<file path="src/hdl/imu_pkt_pkg.sv">
// ----------------------------------------------------------------------------
// imu_pkt_pkg
// Shared types and constants for the inertial sensor packet decoder.
// ----------------------------------------------------------------------------
package imu_pkt_pkg;

  localparam int OUT_FRAC_BITS_DEF = 16;

  localparam int BYTE_W  = 8;
  localparam int RAW_W   = 16;
  localparam int AXIS_W  = 28;
  localparam int FS_W    = 12;
  localparam int POS_W   = 4;
  localparam int NUM_AXIS_BYTES = 6;

  localparam logic [BYTE_W-1:0] HEADER_RESET = 8'h55;

  // slot positions
  localparam logic [POS_W-1:0] POS_HEADER    = 4'd0;
  localparam logic [POS_W-1:0] POS_KIND      = 4'd1;
  localparam logic [POS_W-1:0] POS_AXIS_LAST = 4'd7;
  localparam logic [POS_W-1:0] POS_LAST      = 4'd10;

  // kind byte codes on the wire
  localparam logic [BYTE_W-1:0] CODE_ACCEL = 8'h51;
  localparam logic [BYTE_W-1:0] CODE_RATE  = 8'h52;
  localparam logic [BYTE_W-1:0] CODE_ANGLE = 8'h53;

  // full scale of each kind, raw full range is 32768
  localparam logic [FS_W-1:0] FS_ACCEL = 12'd16;
  localparam logic [FS_W-1:0] FS_RATE  = 12'd2000;
  localparam logic [FS_W-1:0] FS_ANGLE = 12'd180;

  typedef enum logic [1:0] {
    KIND_ACCEL = 2'd0,
    KIND_RATE  = 2'd1,
    KIND_ANGLE = 2'd2
  } kind_t;

  // what the slot tracker reports for the byte at its input
  typedef struct packed {
    logic                    hit;
    kind_t                   kind;
    logic signed [RAW_W-1:0] raw_x;
    logic signed [RAW_W-1:0] raw_y;
    logic signed [RAW_W-1:0] raw_z;
  } slot_evt_t;

endpackage

</file>
<file path="src/hdl/imu_pkt_slot.sv">
// ----------------------------------------------------------------------------
// imu_pkt_slot
// Slot position counter, header check, kind capture and axis byte storage.
// ----------------------------------------------------------------------------
module imu_pkt_slot (
  input  logic                           clk,
  input  logic                           rst_n,
  input  logic                           cfg_valid,
  input  logic [imu_pkt_pkg::BYTE_W-1:0] cfg_data,
  input  logic                           in_fire,
  input  logic [imu_pkt_pkg::BYTE_W-1:0] rx_byte,
  input  logic                           first_of_frame,
  output logic                           at_last,
  output imu_pkt_pkg::slot_evt_t         evt
);
  import imu_pkt_pkg::*;

  logic [BYTE_W-1:0] header_r;
  logic [POS_W-1:0]  slot_pos_r;
  logic [POS_W-1:0]  slot_pos_nxt;
  logic              hdr_ok_r;
  logic [BYTE_W-1:0] kind_code_r;
  logic [BYTE_W-1:0] axis_bytes_r [NUM_AXIS_BYTES];
  logic [POS_W-1:0]  pos;
  logic              known;
  kind_t             kind;

  always_comb begin
    pos = first_of_frame ? POS_HEADER : slot_pos_r;
    if (pos > POS_LAST) begin
      pos = POS_HEADER;
    end
    slot_pos_nxt = (pos == POS_LAST) ? POS_HEADER : pos + 4'd1;
  end

  always_comb begin
    unique case (kind_code_r)
      CODE_ACCEL: begin
        known = 1'b1;
        kind  = KIND_ACCEL;
      end
      CODE_RATE: begin
        known = 1'b1;
        kind  = KIND_RATE;
      end
      CODE_ANGLE: begin
        known = 1'b1;
        kind  = KIND_ANGLE;
      end
      default: begin
        known = 1'b0;
        kind  = KIND_ACCEL;
      end
    endcase
  end

  assign at_last = (slot_pos_r == POS_LAST);

  always_comb begin
    evt.hit   = (pos == POS_LAST) && hdr_ok_r && known;
    evt.kind  = kind;
    evt.raw_x = {axis_bytes_r[1], axis_bytes_r[0]};
    evt.raw_y = {axis_bytes_r[3], axis_bytes_r[2]};
    evt.raw_z = {axis_bytes_r[5], axis_bytes_r[4]};
  end

  always_ff @(posedge clk) begin
    if (!rst_n) begin
      header_r    <= HEADER_RESET;
      slot_pos_r  <= POS_HEADER;
      hdr_ok_r    <= 1'b0;
      kind_code_r <= '0;
    end else begin
      if (cfg_valid) begin
        header_r <= cfg_data;
      end
      if (in_fire) begin
        slot_pos_r <= slot_pos_nxt;
        if (pos == POS_HEADER) begin
          hdr_ok_r <= (rx_byte == header_r);
        end
        if (pos == POS_KIND) begin
          kind_code_r <= rx_byte;
        end
      end
    end
  end

  // axis bytes carry no reset, they are always written before use
  always_ff @(posedge clk) begin
    if (in_fire && pos > POS_KIND && pos <= POS_AXIS_LAST) begin
      axis_bytes_r[3'(pos - 4'd2)] <= rx_byte;
    end
  end

endmodule

</file>
<file path="src/hdl/imu_pkt_scale.sv">
// ----------------------------------------------------------------------------
// imu_pkt_scale
// Scales one raw axis to signed fixed point by the kind's full scale.
// ----------------------------------------------------------------------------
module imu_pkt_scale #(
  parameter int OUT_FRAC_BITS = imu_pkt_pkg::OUT_FRAC_BITS_DEF
) (
  input  logic signed [imu_pkt_pkg::RAW_W-1:0]  raw,
  input  imu_pkt_pkg::kind_t                    kind,
  output logic signed [imu_pkt_pkg::AXIS_W-1:0] value
);
  import imu_pkt_pkg::*;

  localparam int PROD_W = RAW_W + FS_W;
  localparam int WW     = PROD_W + OUT_FRAC_BITS + 2;
  localparam int SHIFT  = 15;

  localparam logic signed [WW-1:0] SAT_HI = {{(WW-AXIS_W+1){1'b0}}, {(AXIS_W-1){1'b1}}};
  localparam logic signed [WW-1:0] SAT_LO = {{(WW-AXIS_W+1){1'b1}}, {(AXIS_W-1){1'b0}}};
  localparam logic signed [WW-1:0] HALF   = {{(WW-SHIFT){1'b0}}, 1'b1, {(SHIFT-1){1'b0}}};

  logic [FS_W-1:0]          fs;
  logic signed [PROD_W-1:0] prod;
  logic signed [WW-1:0]     wide;
  logic signed [WW-1:0]     shifted;

  always_comb begin
    case (kind)
      KIND_ACCEL: fs = FS_ACCEL;
      KIND_RATE:  fs = FS_RATE;
      KIND_ANGLE: fs = FS_ANGLE;
      default:    fs = '0;
    endcase
  end

  // value = round(raw * fs * 2^frac / 32768), ties up
  always_comb begin
    prod    = PROD_W'(raw) * PROD_W'($signed({1'b0, fs}));
    wide    = {{(WW-PROD_W){prod[PROD_W-1]}}, prod};
    wide    = (wide <<< OUT_FRAC_BITS) + HALF;
    shifted = wide >>> SHIFT;
    if (shifted > SAT_HI) begin
      value = SAT_HI[AXIS_W-1:0];
    end else if (shifted < SAT_LO) begin
      value = SAT_LO[AXIS_W-1:0];
    end else begin
      value = shifted[AXIS_W-1:0];
    end
  end

endmodule

</file>
<file path="src/hdl/imu_packet_decoder.sv">
// ----------------------------------------------------------------------------
// imu_packet_decoder
// Decodes the serial byte stream of a nine-axis inertial sensor into
// scaled acceleration, angular rate and angle results.
// ----------------------------------------------------------------------------
// Usage:
//   in_*  : one received byte per request, in_tuser[0] marks the first byte
//           of a new frame and realigns the 11-byte slot counter.
//   out_* : one result per valid slot, out_tuser is the kind, out_tdata the
//           three axes in signed fixed point with OUT_FRAC_BITS fraction bits.
//   cfg_* : writes the header byte expected at slot byte 0, always ready.
// Throughput is one byte per cycle while in_tready is high. A result is
// in the output register in the cycle after the slot's last byte is accepted;
// the scaling is one constant multiply and a rounding add per axis between
// the slot registers and the output register.
// Reset clears the slot counter, the header flag and the kind and sets the
// header byte to 0x55. While a result waits on out_tready, bytes keep being
// accepted; only the last byte of the next slot waits for the output
// register to drain.
// ----------------------------------------------------------------------------
module imu_packet_decoder #(
  parameter int OUT_FRAC_BITS = imu_pkt_pkg::OUT_FRAC_BITS_DEF
) (
  input  logic                           clk,
  input  logic                           rst_n,
  input  logic                           cfg_valid,
  output logic                           cfg_ready,
  input  logic [imu_pkt_pkg::BYTE_W-1:0] cfg_data,
  input  logic                           in_tvalid,
  output logic                           in_tready,
  input  logic [7:0]                     in_tdata,   // [7:0] rx_byte
  input  logic [0:0]                     in_tuser,   // [0] first_of_frame
  output logic                           out_tvalid,
  input  logic                           out_tready,
  output logic [87:0]                    out_tdata,  // [27:0] x, [55:28] y, [83:56] z
  output logic [1:0]                     out_tuser   // [1:0] kind
);
  import imu_pkt_pkg::*;

  slot_evt_t                evt;
  logic                     at_last;
  logic                     in_fire;
  logic signed [AXIS_W-1:0] sx;
  logic signed [AXIS_W-1:0] sy;
  logic signed [AXIS_W-1:0] sz;

  logic                     out_valid_r;
  kind_t                    out_kind_r;
  logic signed [AXIS_W-1:0] out_x_r;
  logic signed [AXIS_W-1:0] out_y_r;
  logic signed [AXIS_W-1:0] out_z_r;

  assign cfg_ready = 1'b1;
  // only a slot's last byte can make a result, hold it while output is full
  assign in_tready = !out_valid_r || out_tready || !at_last;
  assign in_fire   = in_tvalid && in_tready;

  imu_pkt_slot u_slot (
    .clk            (clk),
    .rst_n          (rst_n),
    .cfg_valid      (cfg_valid),
    .cfg_data       (cfg_data),
    .in_fire        (in_fire),
    .rx_byte        (in_tdata[7:0]),
    .first_of_frame (in_tuser[0]),
    .at_last        (at_last),
    .evt            (evt)
  );

  imu_pkt_scale #(.OUT_FRAC_BITS(OUT_FRAC_BITS)) u_scale_x (
    .raw   (evt.raw_x),
    .kind  (evt.kind),
    .value (sx)
  );

  imu_pkt_scale #(.OUT_FRAC_BITS(OUT_FRAC_BITS)) u_scale_y (
    .raw   (evt.raw_y),
    .kind  (evt.kind),
    .value (sy)
  );

  imu_pkt_scale #(.OUT_FRAC_BITS(OUT_FRAC_BITS)) u_scale_z (
    .raw   (evt.raw_z),
    .kind  (evt.kind),
    .value (sz)
  );

  always_ff @(posedge clk) begin
    if (!rst_n) begin
      out_valid_r <= 1'b0;
    end else if (in_fire && evt.hit) begin
      out_valid_r <= 1'b1;
    end else if (out_tready) begin
      out_valid_r <= 1'b0;
    end
  end

  always_ff @(posedge clk) begin
    if (in_fire && evt.hit) begin
      out_kind_r <= evt.kind;
      out_x_r    <= sx;
      out_y_r    <= sy;
      out_z_r    <= sz;
    end
  end

  assign out_tvalid = out_valid_r;
  assign out_tuser  = out_kind_r;
  assign out_tdata  = {4'b0, out_z_r, out_y_r, out_x_r};

endmodule
</file>
<file path="config.mk">
export PLATFORM = sky130hd
export DESIGN_NAME = imu_packet_decoder
export DESIGN_NICKNAME = d
export VERILOG_FILES = /design/src/hdl/imu_pkt_pkg.sv /design/src/hdl/imu_pkt_slot.sv /design/src/hdl/imu_pkt_scale.sv /design/src/hdl/imu_packet_decoder.sv
export SDC_FILE = /design/constraint.sdc
export NUM_CORES = 1
export LEC_CHECK = 0
export ABC_AREA = 1
export BUFFER_PORTS_ARGS = -buffer_cell sky130_fd_sc_hd__buf_2
export CAP_MARGIN = 30
export CORE_MARGIN = 2
export CORE_UTILIZATION = 45
export CTS_BUF_LIST = sky130_fd_sc_hd__clkbuf_8
export CTS_CLUSTER_DIAMETER = 200
export CTS_CLUSTER_SIZE = 10
export DETAILED_ROUTE_END_ITERATION = 6
export MAX_ROUTING_LAYER = met4
export SETUP_SLACK_MARGIN = 0.05
export SYNTH_ARGS = -nofsm -noshare
export SYNTH_HDL_FRONTEND = slang
export SYNTH_SLANG_ARGS = --single-unit
</file>
<file path="constraint.sdc">
create_clock -name clk -period 16.7 [get_ports clk]
set_input_delay 0.835 -clock clk [delete_from_list [all_inputs] [get_ports clk]]
set_output_delay 0.835 -clock clk [all_outputs]
set_load 0.02 [all_outputs]
</file>
; ---- Word-level counts from Yosys, hierarchy flattened
; Memory sizes are Yosys's and may differ from the RTL's.
; Cells that the tools add are included.
[classes]
add_sub_neg = 5
multipliers = 3
magnitude_cmp = 9
eq_ne = 9
n_mux = 13
n_reduce_logical = 16
[ops]
columns = operator, n
row1 = "44-bit by 16-bit adder with 45-bit output, second input constant", 3
row2 = "30-bit by 28-bit > comparator with 1-bit output, second input constant", 3
row3 = "30-bit by 28-bit less-than comparator with 1-bit output, second input constant", 3
row4 = 16-bit by 12-bit multiplier with 28-bit output, 3
row5 = 28-bit two-way mux, 3
row6 = 11-bit one-hot mux with 3 select lines, 1
row7 = "8-bit by 7-bit == test with 1-bit output, second input constant", 3
row8 = 4-bit two-way mux, 3
row9 = "4-bit == test, second input constant", 2
row10 = 8-bit == test, 1
row11 = 1-bit logical AND, 6
row12 = 1-bit two-way mux, 5
row13 = "4-bit by 1-bit adder with 4-bit output, second input constant", 1
row14 = "4-bit by 1-bit == test with 1-bit output, second input constant", 1
row15 = "4-bit by 1-bit > comparator with 1-bit output, second input constant", 1
row16 = "4-bit > comparator, second input constant", 1
row17 = "4-bit by 3-bit less-or-equal comparator with 1-bit output, second input constant", 1
row18 = 4-bit logical NOT, 1
row19 = 2-bit one-hot mux with 2 select lines, 1
row20 = 2-bit AND reduction, 2
row21 = 3-bit OR reduction, 1
row22 = "3-bit by 2-bit subtractor with 3-bit output, second input constant", 1
row23 = "2-bit by 1-bit == test with 1-bit output, second input constant", 1
row24 = "2-bit == test, second input constant", 1
row25 = other kinds (4), 6
[totals]
register_bits = 108
mem_bits_rw = 48
input_bits = 22
out_inout_bits = 93
wordCells = 65
memories = 1
[mem_list]
columns = memory, words, width, read_ports, rd_clocked_by_memory_dff, wr, line
row1 = u_slot.axis_bytes_r, 6, 8, 6, 0, 1, imu_pkt_slot.sv:23  ; logic [BYTE_W-1:0] axis_bytes_r [NUM_AXIS_BYTES];

; ---- Logic depth before layout (Yosys ltp)
; Gate-level depths: netlist (run 1).
[logic_depth]
depth_word = 8
ltp_mapped = 38
depth_no_buf = 36

; ---- By module
; Synthesis (run 1) repeated with hierarchy kept, for this count alone.
[unflattened]
hier_cells = 2947
hier_area_um2 = 22914.5
[by_module_without_submodules]
columns = module, instances, cells_per_inst, area_per_inst_um2, seq_area_each_um2
row1 = imu_pkt_scale (u_scale_x), 1, 887, 5930.7, 0.0
row2 = imu_pkt_scale (u_scale_y), 1, 872, 5886.9, 0.0
row3 = imu_pkt_scale (u_scale_z), 1, 874, 5848.1, 0.0
row4 = imu_packet_decoder, 1, 104, 2700.1, 2602.5
row5 = imu_pkt_slot, 1, 210, 2548.7, 1861.8

; ---- Least setup slack after synthesis (run 1)
; Ideal clock, no wire load.
[synth_timing]
kind = input to register
startpoint = input port in_tuser
endpoint = register out_kind_r[0], in the netlist out_tuser[0] (enable)
setup_time_ps = 617
arrival_time_ps = 6870
required_time_ps = 16083
setup_slack_ps = 9213
cell_stages = 7
path_buffers = 0
cell_sequence = nor2_1 -> nand2_1 -> inv_1 -> o21ai_1 -> nand2_1 -> nand2_1 -> nor3_1
[synth_between]
elab_chain_cells = 7
[synth_lines]
columns = item, line
row1 = start: declaration, imu_packet_decoder.sv:32  ; input logic [0:0] in_tuser,
row2 = 4-bit two-way mux (*), imu_pkt_slot.sv:29  ; pos = first_of_frame ? POS_HEADER : slot_pos_r;
row3 = 4-bit > comparator, imu_pkt_slot.sv:30  ; if (pos > POS_LAST) begin
row4 = 4-bit two-way mux (*), imu_pkt_slot.sv:30
row5 = 4-bit == test (*), imu_pkt_slot.sv:60  ; evt.hit = (pos == POS_LAST) && hdr_ok_r && known;
row6 = 1-bit logical AND (*) (2 in a row), imu_pkt_slot.sv:60
row7 = 1-bit logical AND (*), imu_packet_decoder.sv:99  ; if (in_fire && evt.hit) begin
row8 = end signal: assignment, imu_packet_decoder.sv:100  ; out_kind_r <= evt.kind;
row9 = end: declaration, imu_packet_decoder.sv:48  ; kind_t out_kind_r;
; Mark *: on every way between the ends. The rest lies on a longest branch, timed or not.
; A chain may end at the register's enable or synchronous reset.

; ---- Final worst setup path (run 1)
[layout_timing]
startpoint = register u_slot.kind_code_r[5]
endpoint = register out_z_r[9], data pin
[layout_between]
elab_chain_cells = 8
word_cells_on_any_way = 12
classes_between = 1 x add/sub / 1 x mul / 2 x order compare / 4 x eq/ne / 3 x mux / 1 x reduce/logical
[layout_lines]
columns = item, line
row1 = start: declaration, imu_pkt_slot.sv:22  ; logic [BYTE_W-1:0] kind_code_r;
row2 = start signal: assignment, imu_pkt_slot.sv:83  ; kind_code_r <= rx_byte;
row3 = 8-bit by 7-bit == test with 1-bit output, imu_pkt_slot.sv:37  ; unique case (kind_code_r)
row4 = 2-bit one-hot mux with 2 select lines (*), imu_pkt_slot.sv:37
row5 = "2-bit == test, or another cell as far along", imu_pkt_scale.sv:28  ; case (kind)
row6 = 11-bit one-hot mux with 3 select lines (*), imu_pkt_scale.sv:28
row7 = 16-bit by 12-bit multiplier with 28-bit output (*), imu_pkt_scale.sv:38  ; prod = PROD_W'(raw) * PROD_W'($signed({1'b0, fs}));
row8 = 44-bit by 16-bit adder with 45-bit output (*), imu_pkt_scale.sv:40  ; wide = (wide <<< OUT_FRAC_BITS) + HALF;
row9 = 30-bit by 28-bit less-than comparator with 1-bit output, imu_pkt_scale.sv:44  ; end else if (shifted < SAT_LO) begin
row10 = 28-bit two-way mux, imu_pkt_scale.sv:44
row11 = end signal: assignment, imu_packet_decoder.sv:103  ; out_z_r <= sz;
row12 = end: declaration, imu_packet_decoder.sv:51  ; logic signed [AXIS_W-1:0] out_z_r;
; Marked as above.

==> flow_metrics.env, run 1 <==
export IMPL_status="finished, final reports clean"
export IMPL_switchingPower_mw=0.183
export IMPL_synth_top_area_share_pct=24.0
export IMPL_place_gp_congestion=0.908
export IMPL_ctsResizeCount=0
export IMPL_dpl_cell_area_um2=23600
export IMPL_ys_top_cells_by_area="fa_1 24%, edfxtp_1 17%, inv_1 14%"
export IMPL_clk_latency_ns=0.57
export IMPL_drv_cap=0
export IMPL_rsz0062_at_grt="no"
export IMPL_max_stage_delay_ns=0.86
export IMPL_gr_total_overflow=0
export IMPL_hold_viol=0
export IMPL_dieArea_um2=51700
export IMPL_cts_root_buf="clkbuf_8"
export IMPL_grt_pass1_vias=17500
export IMPL_worst_pin_slew_ns=0.983
export IMPL_fin_tns_setup_ns=0
export IMPL_postCtsSetupBuffers=0
export IMPL_crit_slowest_cell="ha_2"
export IMPL_synth_xor_area_share_pct=3.51
export IMPL_dr_pass1_iters=5
export IMPL_power_density_nw_per_um2=30.8
export IMPL_cts_sinks=150
export IMPL_combPwrFrac_pct=2.9
export IMPL_relSlewSlack_pct=34.2
export IMPL_rows=81
export IMPL_grt_max_degree=54
export IMPL_yosysMostFrequentCell="inv_1"
export IMPL_die_y_um=227
export IMPL_synth_simple_area_share_pct=19.2
export IMPL_synth_cells=2886
export IMPL_num_vias=17400
export IMPL_synth_top_family_by_area="adder cells"
export IMPL_synth_avg_cell_area_um2=7.78
export IMPL_antenna_found_initial=1
export IMPL_synthMuxAreaShare_pct=0
export IMPL_power_mw=0.740
export IMPL_start_util_pct=45.8
export IMPL_synth_area_um2=22400
export IMPL_synth_edff_count=128
export IMPL_clockBufferDepth=2
export IMPL_synthAdderAreaFrac_pct=37.7
export IMPL_finalMaxSlewViolations=0
export IMPL_max_freq_mhz=143
export IMPL_cellLeakagePower_nw=14.2
export IMPL_ys_seq_area_share_pct=19.1
export IMPL_setup_viol=0
export IMPL_drive_above_1_share_pct=7.02
export IMPL_drcViolationCount=0
export IMPL_drt_iter0_markers=913
export IMPL_track_usage_pct=21.4
export IMPL_stdcell_area_um2=24000
export IMPL_dpl_hpwl_um=42500
export IMPL_synth_compound_area_share_pct=5.35
export IMPL_cts_hold_fix_buffers=0
export IMPL_port_buffers=109
export IMPL_fin_worst_skew_ns=0.0242
export IMPL_synth_ff_type="edfxtp_1"
export IMPL_ant_nets=0
export IMPL_avgRoutedWirePerCell_um=13.7
export IMPL_yosys_top_cells_count="820 x inv_1, 629 x nand2_1, 269 x fa_1"
export IMPL_worstPathArrival_ns=7.33
export IMPL_area_growth_pct=7.05
export IMPL_nets=3513
export IMPL_min_period_over_period_pct=42.0
export IMPL_yosysWarnings=0
export IMPL_post_route_min_period_ns=7.02
export IMPL_fill_cells=4965
export IMPL_seqPwrFrac_pct=54.9
export IMPL_yosysTopAreaCell="fa_1"
export IMPL_ys_async_sr_fraction_pct=0
export IMPL_via_per_inst=4.76
export IMPL_critPathKind="flip-flop to flip-flop"
export IMPL_swShare_pct=24.8
export IMPL_wl_um=50200
export IMPL_grt_pass1_wl_um=84700
export IMPL_die_w_um=227
export IMPL_cp_start_kind="flip-flop"
export IMPL_clkSlewWorstSetupHoldPaths_ns=0.08
export IMPL_htreeDepth=4
export IMPL_p_int_mw=0.556
export IMPL_boundaryPins=115
export IMPL_crit_path_max_fanout=36
export IMPL_ys_types=41
export IMPL_ys_ff_latch=150
export IMPL_crit_required_ns=17.01
export IMPL_cp_end_kind="flip-flop"
export IMPL_cts_tree="yes"
export IMPL_p_clk_share_pct=42.2
export IMPL_max_vdd_ir_drop_uv=60.2
export IMPL_core_area_um2=49100
export IMPL_hold_path_class="flip-flop to flip-flop"
export IMPL_numCtsBuffers=17
cell families (layout without fill, tap and decap cells):
| logic type | after synthesis | count (layout) |
|---|---|---|
| adder cells (fa/ha/maj) | 514 | 514 |
| AND/OR/NAND/NOR | 1031 | 1031 |
| AO/OA/AOI/OAI | 221 | 221 |
| other | 2 | 6 |
| flip-flops | 150 | 150 |
| XOR/XNOR | 90 | 90 |
| buffers and inverters | 878 | 979 |
power groups by stage:
| stage | sequential, mW | combinational, mW | clock [mW] |
|---|---|---|---|
| finish | 0.406 | 0.0216 | 0.312 |
| global route | 0.406 | 0.0247 | 0.334 |
| CTS | 0.406 | 0.0218 | 0.323 |
| detailed placement | 0.415 | 0.0217 | 0 |
| global placement | 0.415 | 0.0213 | 0 |
| floorplan | 0.414 | 0.0138 | 0 |
stage by stage:
stage | worst slack, ns | hold WS (ns) | cells | utilization, %
5_1_grt | 9.01 | 0.462 | 3655 | 49.0
4_1_cts | 9.20 | 0.424 | 3653 | 48.9
3_5_place_dp | 9.24 | 0.462 | 3621 | 48.1
6_report | 9.68 | 0.472 | 3655 | 49.0
2_1_floorplan | 9.21 | 0.429 | 2889 | -
3_3_place_gp | 9.41 | 0.448 | 3620 | 48.1
sequential cells by signal (all words and copies together) (netlist names):
| signal | count |
|---|---|
| out_z_r | 26 |
| u_slot.header_r | 8 |
| u_slot.axis_bytes_r | 48 |
| u_slot.hdr_ok_r | 1 |
| out_x_r | 26 |
| u_slot.kind_code_r | 8 |
| out_tvalid | 1 |
| out_tuser | 2 |
| out_y_r | 26 |
| u_slot.slot_pos_r | 4 |
metal layers:
metal	global-route usage, %	routed length, um	share of wire [%]
met4	6.43	1050	2.1
met1	26.8	22400	45
met5	-	0	0
met2	36.0	24900	50
met3	3.19	1850	3.7
final timing paths:
check	slack, ns	cells after the start	endpoint	start
worst max-delay path	9.68	32	out_z_r[9]	u_slot.kind_code_r[5]
worst min-delay path	0.47	2	u_slot.kind_code_r[7]	u_slot.kind_code_r[7]
worst max register to register	9.68	32	out_z_r[9]	u_slot.kind_code_r[5]
worst min register to register	0.47	2	u_slot.kind_code_r[7]	u_slot.kind_code_r[7]
final cells by class:
class | count | area, um2 | area share, %
multi-input combinational | 1861 | 14800 | 61.5
sequential | 150 | 4280 | 17.8
inverter | 830 | 3120 | 13.0
tap | 664 | 831 | 3.46
timing repair buffer | 117 | 623 | 2.59
clock buffer | 20 | 275 | 1.15
clock inverter | 12 | 125 | 0.521
antenna | 1 | 2.50 | 0.0104
cell usage in the layout (no fill, tap or decap), types with 10 or more instances in the layout:
cell / n
inv_1: 822
nand2_1: 629
fa_1: 269
nor2_1: 242
ha_1: 242
edfxtp_1: 128
buf_2: 110
a21oi_1: 102
o21ai_0: 72
nand3_1: 62
xor2_1: 59
xnor2_1: 31
nand4_1: 27
dfxtp_1: 22
clkbuf_8: 20
nand2_2: 19
o21bai_1: 18
a31oi_1: 12
inv_2: 10
nor2_2: 10
worst max-delay path: cells and delay by family (launching register included):
kind / cells / cell delay, ns
AOI/OAI and AO/OA: 1 / 0.16
and+or+nand+nor: 14 / 1.89
DFF: 1 / 0.31
xor gates and xnor gates: 1 / 0.09
buffers and inverters: 9 / 0.93
adders and majority gates: 7 / 3.35
(Power assumes the default switching activity.)
==> run 2, diff against run 1 <==
ABC_AREA = 0   (was 1)
clock period = 7 ns   (was 16.7 ns; I/O delays follow)
==> flow_metrics.env, run 2 <==
export IMPL_track_usage_pct=18.9
export IMPL_post_route_min_period_ns=6.68
export IMPL_cts_root_buf="clkbuf_8"
export IMPL_place_gp_congestion=0.826
export IMPL_grt_use_met2_pct=31.0
export IMPL_yosysMostFrequentCell="inv_1"
export IMPL_ys_seq_area_share_pct=19.9
export IMPL_dp_cells=2921
export IMPL_die_w_um=223
export IMPL_nets=2879
export IMPL_ys_async_sr_fraction_pct=0
export IMPL_clk_latency_ns=0.55
export IMPL_holdCritStartpoint="cfg_data[1]"
export IMPL_synth_edff_count=128
export IMPL_crit_start="u_slot.kind_code_r[5]"
export IMPL_hold_viol=0
export IMPL_fill_cells=4449
export IMPL_busiest_layer="met2"
export IMPL_wl_um=43200
export IMPL_clkSlewWorstSetupHoldPaths_ns=0.09
export IMPL_synth_avg_cell_area_um2=9.55
export IMPL_core_area_um2=47500
export IMPL_dpl_hpwl_um=35100
export IMPL_max_vdd_ir_drop_uv=111
export IMPL_synth_area_um2=21600
export IMPL_numCtsBuffers=17
export IMPL_yosysTopAreaCell="fa_1"
export IMPL_status="finished, final reports clean"
export IMPL_hold_path_class="primary input to flip-flop"
export IMPL_synth_cells=2258
export IMPL_drt_iter0_markers=682
export IMPL_ys_types=75
export IMPL_fin_ws_ns=0.318
export IMPL_cts_tree="yes"
export IMPL_drcViolationCount=0
export IMPL_crit_required_ns=7.28
export IMPL_crit_path_max_fanout=7
export IMPL_htreeDepth=4
export IMPL_stdcell_area_um2=23500
export IMPL_dieArea_um2=49700
export IMPL_dpl_cell_area_um2=22700
export IMPL_ant_nets=0
export IMPL_max_stage_delay_ns=0.53
export IMPL_use_met3_pct=2.79
export IMPL_cp_end_kind="flip-flop"
export IMPL_synth_top_area_share_pct=25.0
export IMPL_final_cells=2972
export IMPL_r2r_start="u_slot.kind_code_r[5]"
export IMPL_port_buffers=109
export IMPL_cp_start_kind="flip-flop"
export IMPL_largest_reg_flops=48
export IMPL_cellLeakagePower_nw=11.9
export IMPL_relSlewSlack_pct=33.6
export IMPL_fin_worst_skew_ns=0.0207
export IMPL_dr_pass1_iters=5
export IMPL_finalMaxSlewViolations=0
export IMPL_finish_utilization_pct=49.4
export IMPL_yosysWarnings=0
export IMPL_rows=80
export IMPL_yosys_top_cells_count="528 x inv_1, 269 x fa_1, 245 x ha_1"
export IMPL_setup_viol=0
export IMPL_drive_above_1_share_pct=10.4
export IMPL_avgRoutedWirePerCell_um=14.5
export IMPL_critPathKind="flip-flop to flip-flop"
export IMPL_ys_ff_latch=150
export IMPL_final_cell_mix="531 x inv_1, 269 x fa_1, 241 x ha_1, 128 x edfxtp_1, 115 x nand2_1"
export IMPL_crit_slowest_cell="fa_1"
export IMPL_worst_pin_slew_ns=0.993
export IMPL_via_per_inst=4.92
export IMPL_area_growth_pct=8.87
export IMPL_cts_sinks=150
export IMPL_largest_register="u_slot.axis_bytes_r"
export IMPL_drv_cap=0
export IMPL_start_util_pct=45.4
export IMPL_power_density_nw_per_um2=75.2
export IMPL_clockBufferDepth=2
export IMPL_grt_max_degree=61
export IMPL_ys_top_cells_by_area="fa_1 25%, edfxtp_1 18%, ha_1 14%"
export IMPL_pre_cts_slack_ns=-0.0362
export IMPL_met1_usage_pct=24.4
export IMPL_min_period_over_period_pct=95.5
export IMPL_max_freq_mhz=150
export IMPL_boundaryPins=115
export IMPL_grt_pass1_vias=15200
export IMPL_gr_total_overflow=0
export IMPL_worstPathArrival_ns=6.96
export IMPL_antenna_found_initial=1
export IMPL_die_y_um=223
export IMPL_num_vias=14600
export IMPL_holdWs_ns=0.0726
export IMPL_rsz0062_at_grt="yes"
export IMPL_grt_pass1_wl_um=73100
export IMPL_synth_ff_type="edfxtp_1"
export IMPL_final_common_cell="inv_1"
## run 2: cell types whose count changed after synthesis, moves of 18 or more
cell      before  now
o21ai_0       72   53
xor2_1        59   85
and2_1         6  101
xnor2_1       31   92
nor2_1       242   46
maj3_1         0   26
nand2_1      629  117
and3_1         0   34
nor2b_1        0  111
nand3_1       62   11
a21o_1         2   26
nand2_2       19    1
clkbuf_1      18   75
inv_1        820  528
## run 2: final timing paths
| kind | cells after the start | slack, ns | to |
|---|---|---|---|
| worst max register to register | 26 | 0.32 | out_y_r[14] |
| worst min register to register | 2 | 0.50 | u_slot.hdr_ok_r |
| worst min-delay path | 3 | 0.07 | u_slot.header_r[1] |
| worst max-delay path | 26 | 0.32 | out_y_r[14] |
## run 2: critical path, delay by kind of cell (launching register included)
| kind | cells | cell delay (ns) |
|---|---|---|
| adder cells (fa/ha/maj) | 8 | 3.06 |
| AO/OA/AOI/OAI | 6 | 1.24 |
| XOR/XNOR | 1 | 0.18 |
| buffers and inverters | 6 | 0.58 |
| AND/OR/NAND/NOR | 5 | 1.01 |
| flip-flops | 1 | 0.32 |
## run 2: area by class of cell
class	count	area [um2]	share of cell area (%)
timing repair buffer	164	1060	4.51
clock inverter	15	164	0.698
inverter	528	1980	8.44
sequential	150	4280	18.2
antenna	1	2.50	0.0107
multi-input combinational	1482	15000	63.8
tap	615	769	3.28
clock buffer	17	234	0.996
## run 2: per-layer routing
layer,part of all wire [%],vias to the layer above
li1,-,7196
met1,47,7192
met2,49,194
met3,2.9,48
met4,1.9,0
met5,0,-
## run 2: cell families after synthesis
logic type	share of synthesized area, %
flip-flops	19.9
buffers and inverters	11.4
AND/OR/NAND/NOR	12.1
adder cells (fa/ha/maj)	41.0
multiplexers	0.847
XOR/XNOR	7.32
AO/OA/AOI/OAI	7.47
other	0.0348
## run 2: per-stage QoR
| step | total power [mW] | setup TNS, ns |
|---|---|---|
| global route | 1.83 | -0.0517 |
| global placement | 1.05 | 0 |
| floorplan | 1.03 | 0 |
| finish | 1.77 | 0 |
| detailed placement | 1.05 | -0.225 |
| CTS | 1.80 | 0 |
## run 2: what timing repair did
| item | CTS | global route |
|---|---|---|
| hold buffers | 4 | 0 |
| endpoints found under the hold margin | 4 | 0 |
| setup buffers | 2 | 11 |
| pin swaps | 1 | 3 |
| gates resized for setup | 4 | 24 |
| setup endpoints to repair | 24 | 74 |
| gates cloned | 0 | 1 |
## run 2: power by group
part / total (mW) / internal, mW / switching, mW
clock network: 0.733 / 0.349 / 0.383
logic: 0.0609 / 0.0254 / 0.0355
registers: 0.973 / 0.965 / 0.00751
total: 1.77 / 1.34 / 0.426
==> run 3, diff against run 2 <==
==> constraint.sdc (replaced) <==
create_clock -name clk -period 7 [get_ports clk]
set_input_delay 0.7 -clock clk [delete_from_list [all_inputs] [get_ports clk]]
set_output_delay 0.7 -clock clk [all_outputs]
set_load 0.02 [all_outputs]
==> flow_metrics.env, run 3 (synthesized netlist as in run 2, its figures left out) <==
export IMPL_grt_pass1_vias=15200
export IMPL_rsz0062_at_grt="yes"
export IMPL_largest_reg_flops=48
export IMPL_final_cells=2968
export IMPL_dpl_hpwl_um=35100
export IMPL_clockBufferDepth=2
export IMPL_drt_iter0_markers=718
export IMPL_cellLeakagePower_nw=11.8
export IMPL_numCtsBuffers=17
export IMPL_place_gp_congestion=0.826
export IMPL_num_vias=14600
export IMPL_drcViolationCount=0
export IMPL_relSlewSlack_pct=33.6
export IMPL_grt_pass1_wl_um=73100
export IMPL_port_buffers=109
export IMPL_critPathKind="flip-flop to flip-flop"
export IMPL_clk_latency_ns=0.55
export IMPL_crit_start="u_slot.kind_code_r[5]"
export IMPL_ant_nets=0
export IMPL_setup_viol=0
export IMPL_pre_cts_slack_ns=-0.0362
export IMPL_avgRoutedWirePerCell_um=14.6
export IMPL_dpl_cell_area_um2=22700
export IMPL_crit_path_max_fanout=7
export IMPL_wl_um=43300
export IMPL_htreeDepth=4
export IMPL_wl_met2_um=21000
export IMPL_rows=80
export IMPL_antenna_found_initial=1
export IMPL_largest_register="u_slot.axis_bytes_r"
export IMPL_worstPathArrival_ns=6.96
export IMPL_wl_met3_um=1100
export IMPL_grt_max_degree=61
export IMPL_max_freq_mhz=150
export IMPL_nets=2875
export IMPL_final_cell_mix="531 x inv_1, 269 x fa_1, 241 x ha_1, 128 x edfxtp_1, 115 x nand2_1"
export IMPL_stdcell_area_um2=23400
export IMPL_hold_viol=0
export IMPL_dieArea_um2=49700
export IMPL_max_stage_delay_ns=0.53
export IMPL_cts_hold_fix_buffers=0
export IMPL_drv_cap=0
export IMPL_min_period_over_period_pct=95.4
export IMPL_crit_slowest_cell="fa_1"
export IMPL_drive_above_1_share_pct=10.4
export IMPL_die_y_um=223
export IMPL_hold_path_class="primary input to flip-flop"
export IMPL_cp_end_kind="flip-flop"
export IMPL_cts_root_buf="clkbuf_8"
export IMPL_dr_pass1_iters=4
export IMPL_start_util_pct=45.4
export IMPL_rr_worst_depth=26
export IMPL_crit_end="out_y_r[14]"
export IMPL_clkSlewWorstSetupHoldPaths_ns=0.09
export IMPL_cp_start_kind="flip-flop"
export IMPL_r2r_setup_slack_ns=0.32
export IMPL_via_per_inst=4.92
export IMPL_holdWs_ns=0.381
export IMPL_power_density_nw_per_um2=75.3
export IMPL_boundaryPins=115
export IMPL_dp_cells=2921
export IMPL_worst_pin_slew_ns=0.992
export IMPL_post_route_min_period_ns=6.68
export IMPL_gr_total_overflow=0
export IMPL_crit_required_ns=7.28
export IMPL_cts_tree="yes"
export IMPL_area_growth_pct=8.68
export IMPL_min_path_cells=3
export IMPL_finalMaxSlewViolations=0
export IMPL_wl_met1_um=20400
export IMPL_cts_sinks=150
export IMPL_die_w_um=223
export IMPL_top_layer="met4"
export IMPL_core_area_um2=47500
export IMPL_r2r_start="u_slot.kind_code_r[5]"
export IMPL_final_common_cell="inv_1"
export IMPL_max_vdd_ir_drop_uv=110
export IMPL_timing_rr_end="out_y_r[14]"
export IMPL_status="finished, final reports clean"
export IMPL_fin_ws_ns=0.321
export IMPL_finish_utilization_pct=49.3
export IMPL_fin_worst_skew_ns=0.0203
export IMPL_track_usage_pct=18.9
## run 3: cell count changes in the layout (fill, tap and decap cells not counted)
cell	previous run	this run
dlygate4sd3_1	4	0
## run 3: critical path, delay by kind of cell (launching register included)
family / cells / cell delay, ns
adder cells (fa/ha/maj): 8 / 3.06
AND/OR/NAND/NOR: 5 / 1.00
XOR/XNOR: 1 / 0.18
AO/OA/AOI/OAI: 6 / 1.24
flip-flops: 1 / 0.32
buffers and inverters: 6 / 0.58
## run 3: repair_timing
action,4_1_cts,5_1_grt
setup endpoints to repair,24,74
cloned,0,1
gates resized for setup,4,24
pin swaps,1,3
setup buffers,2,11
## run 3: final cells by class
| class | count | area [um2] |
|---|---|---|
| fill | 4456 | 24100 |
| multi-input combinational | 1482 | 15000 |
| clock inverter | 15 | 164 |
| clock buffer | 17 | 234 |
| inverter | 528 | 1980 |
| sequential | 150 | 4280 |
| antenna | 1 | 2.50 |
| timing repair buffer | 160 | 1020 |
| tap | 615 | 769 |
## run 3: worst min path at each step
stage	slack, ns	endpoint	start
6_report	0.38	u_slot.header_r[0]	cfg_data[0]
5_1_grt	0.35	u_slot.header_r[2]	cfg_data[2]
4_1_cts	0.31	u_slot.header_r[0]	cfg_data[0]
3_5_place_dp	0.49	u_slot.header_r[4]	u_slot.header_r[4]
3_3_place_gp	0.47	u_slot.hdr_ok_r	u_slot.hdr_ok_r
2_1_floorplan	0.46	u_slot.hdr_ok_r	u_slot.hdr_ok_r
## run 3: where the power goes
part	switching (mW)	total (mW)	internal (mW)	leakage, nW
Clock	0.383	0.732	0.349	0.221
Combinational	0.0351	0.0590	0.0239	10.3
Sequential	0.00752	0.973	0.965	1.33
Total	0.426	1.76	1.34	11.8
## run 3: metal layers
metal	GRT usage, %	vias to the layer above
li1	-	7190
met1	24.4	7198
met2	30.9	171
met3	2.79	47
met4	5.69	0
met5	-	-
## run 3: per-stage QoR
stage,power [mW],TNS [ns]
2_1_floorplan,1.03,0
3_3_place_gp,1.05,0
3_5_place_dp,1.05,-0.225
4_1_cts,1.80,0
5_1_grt,1.83,-0.0517
6_report,1.76,0
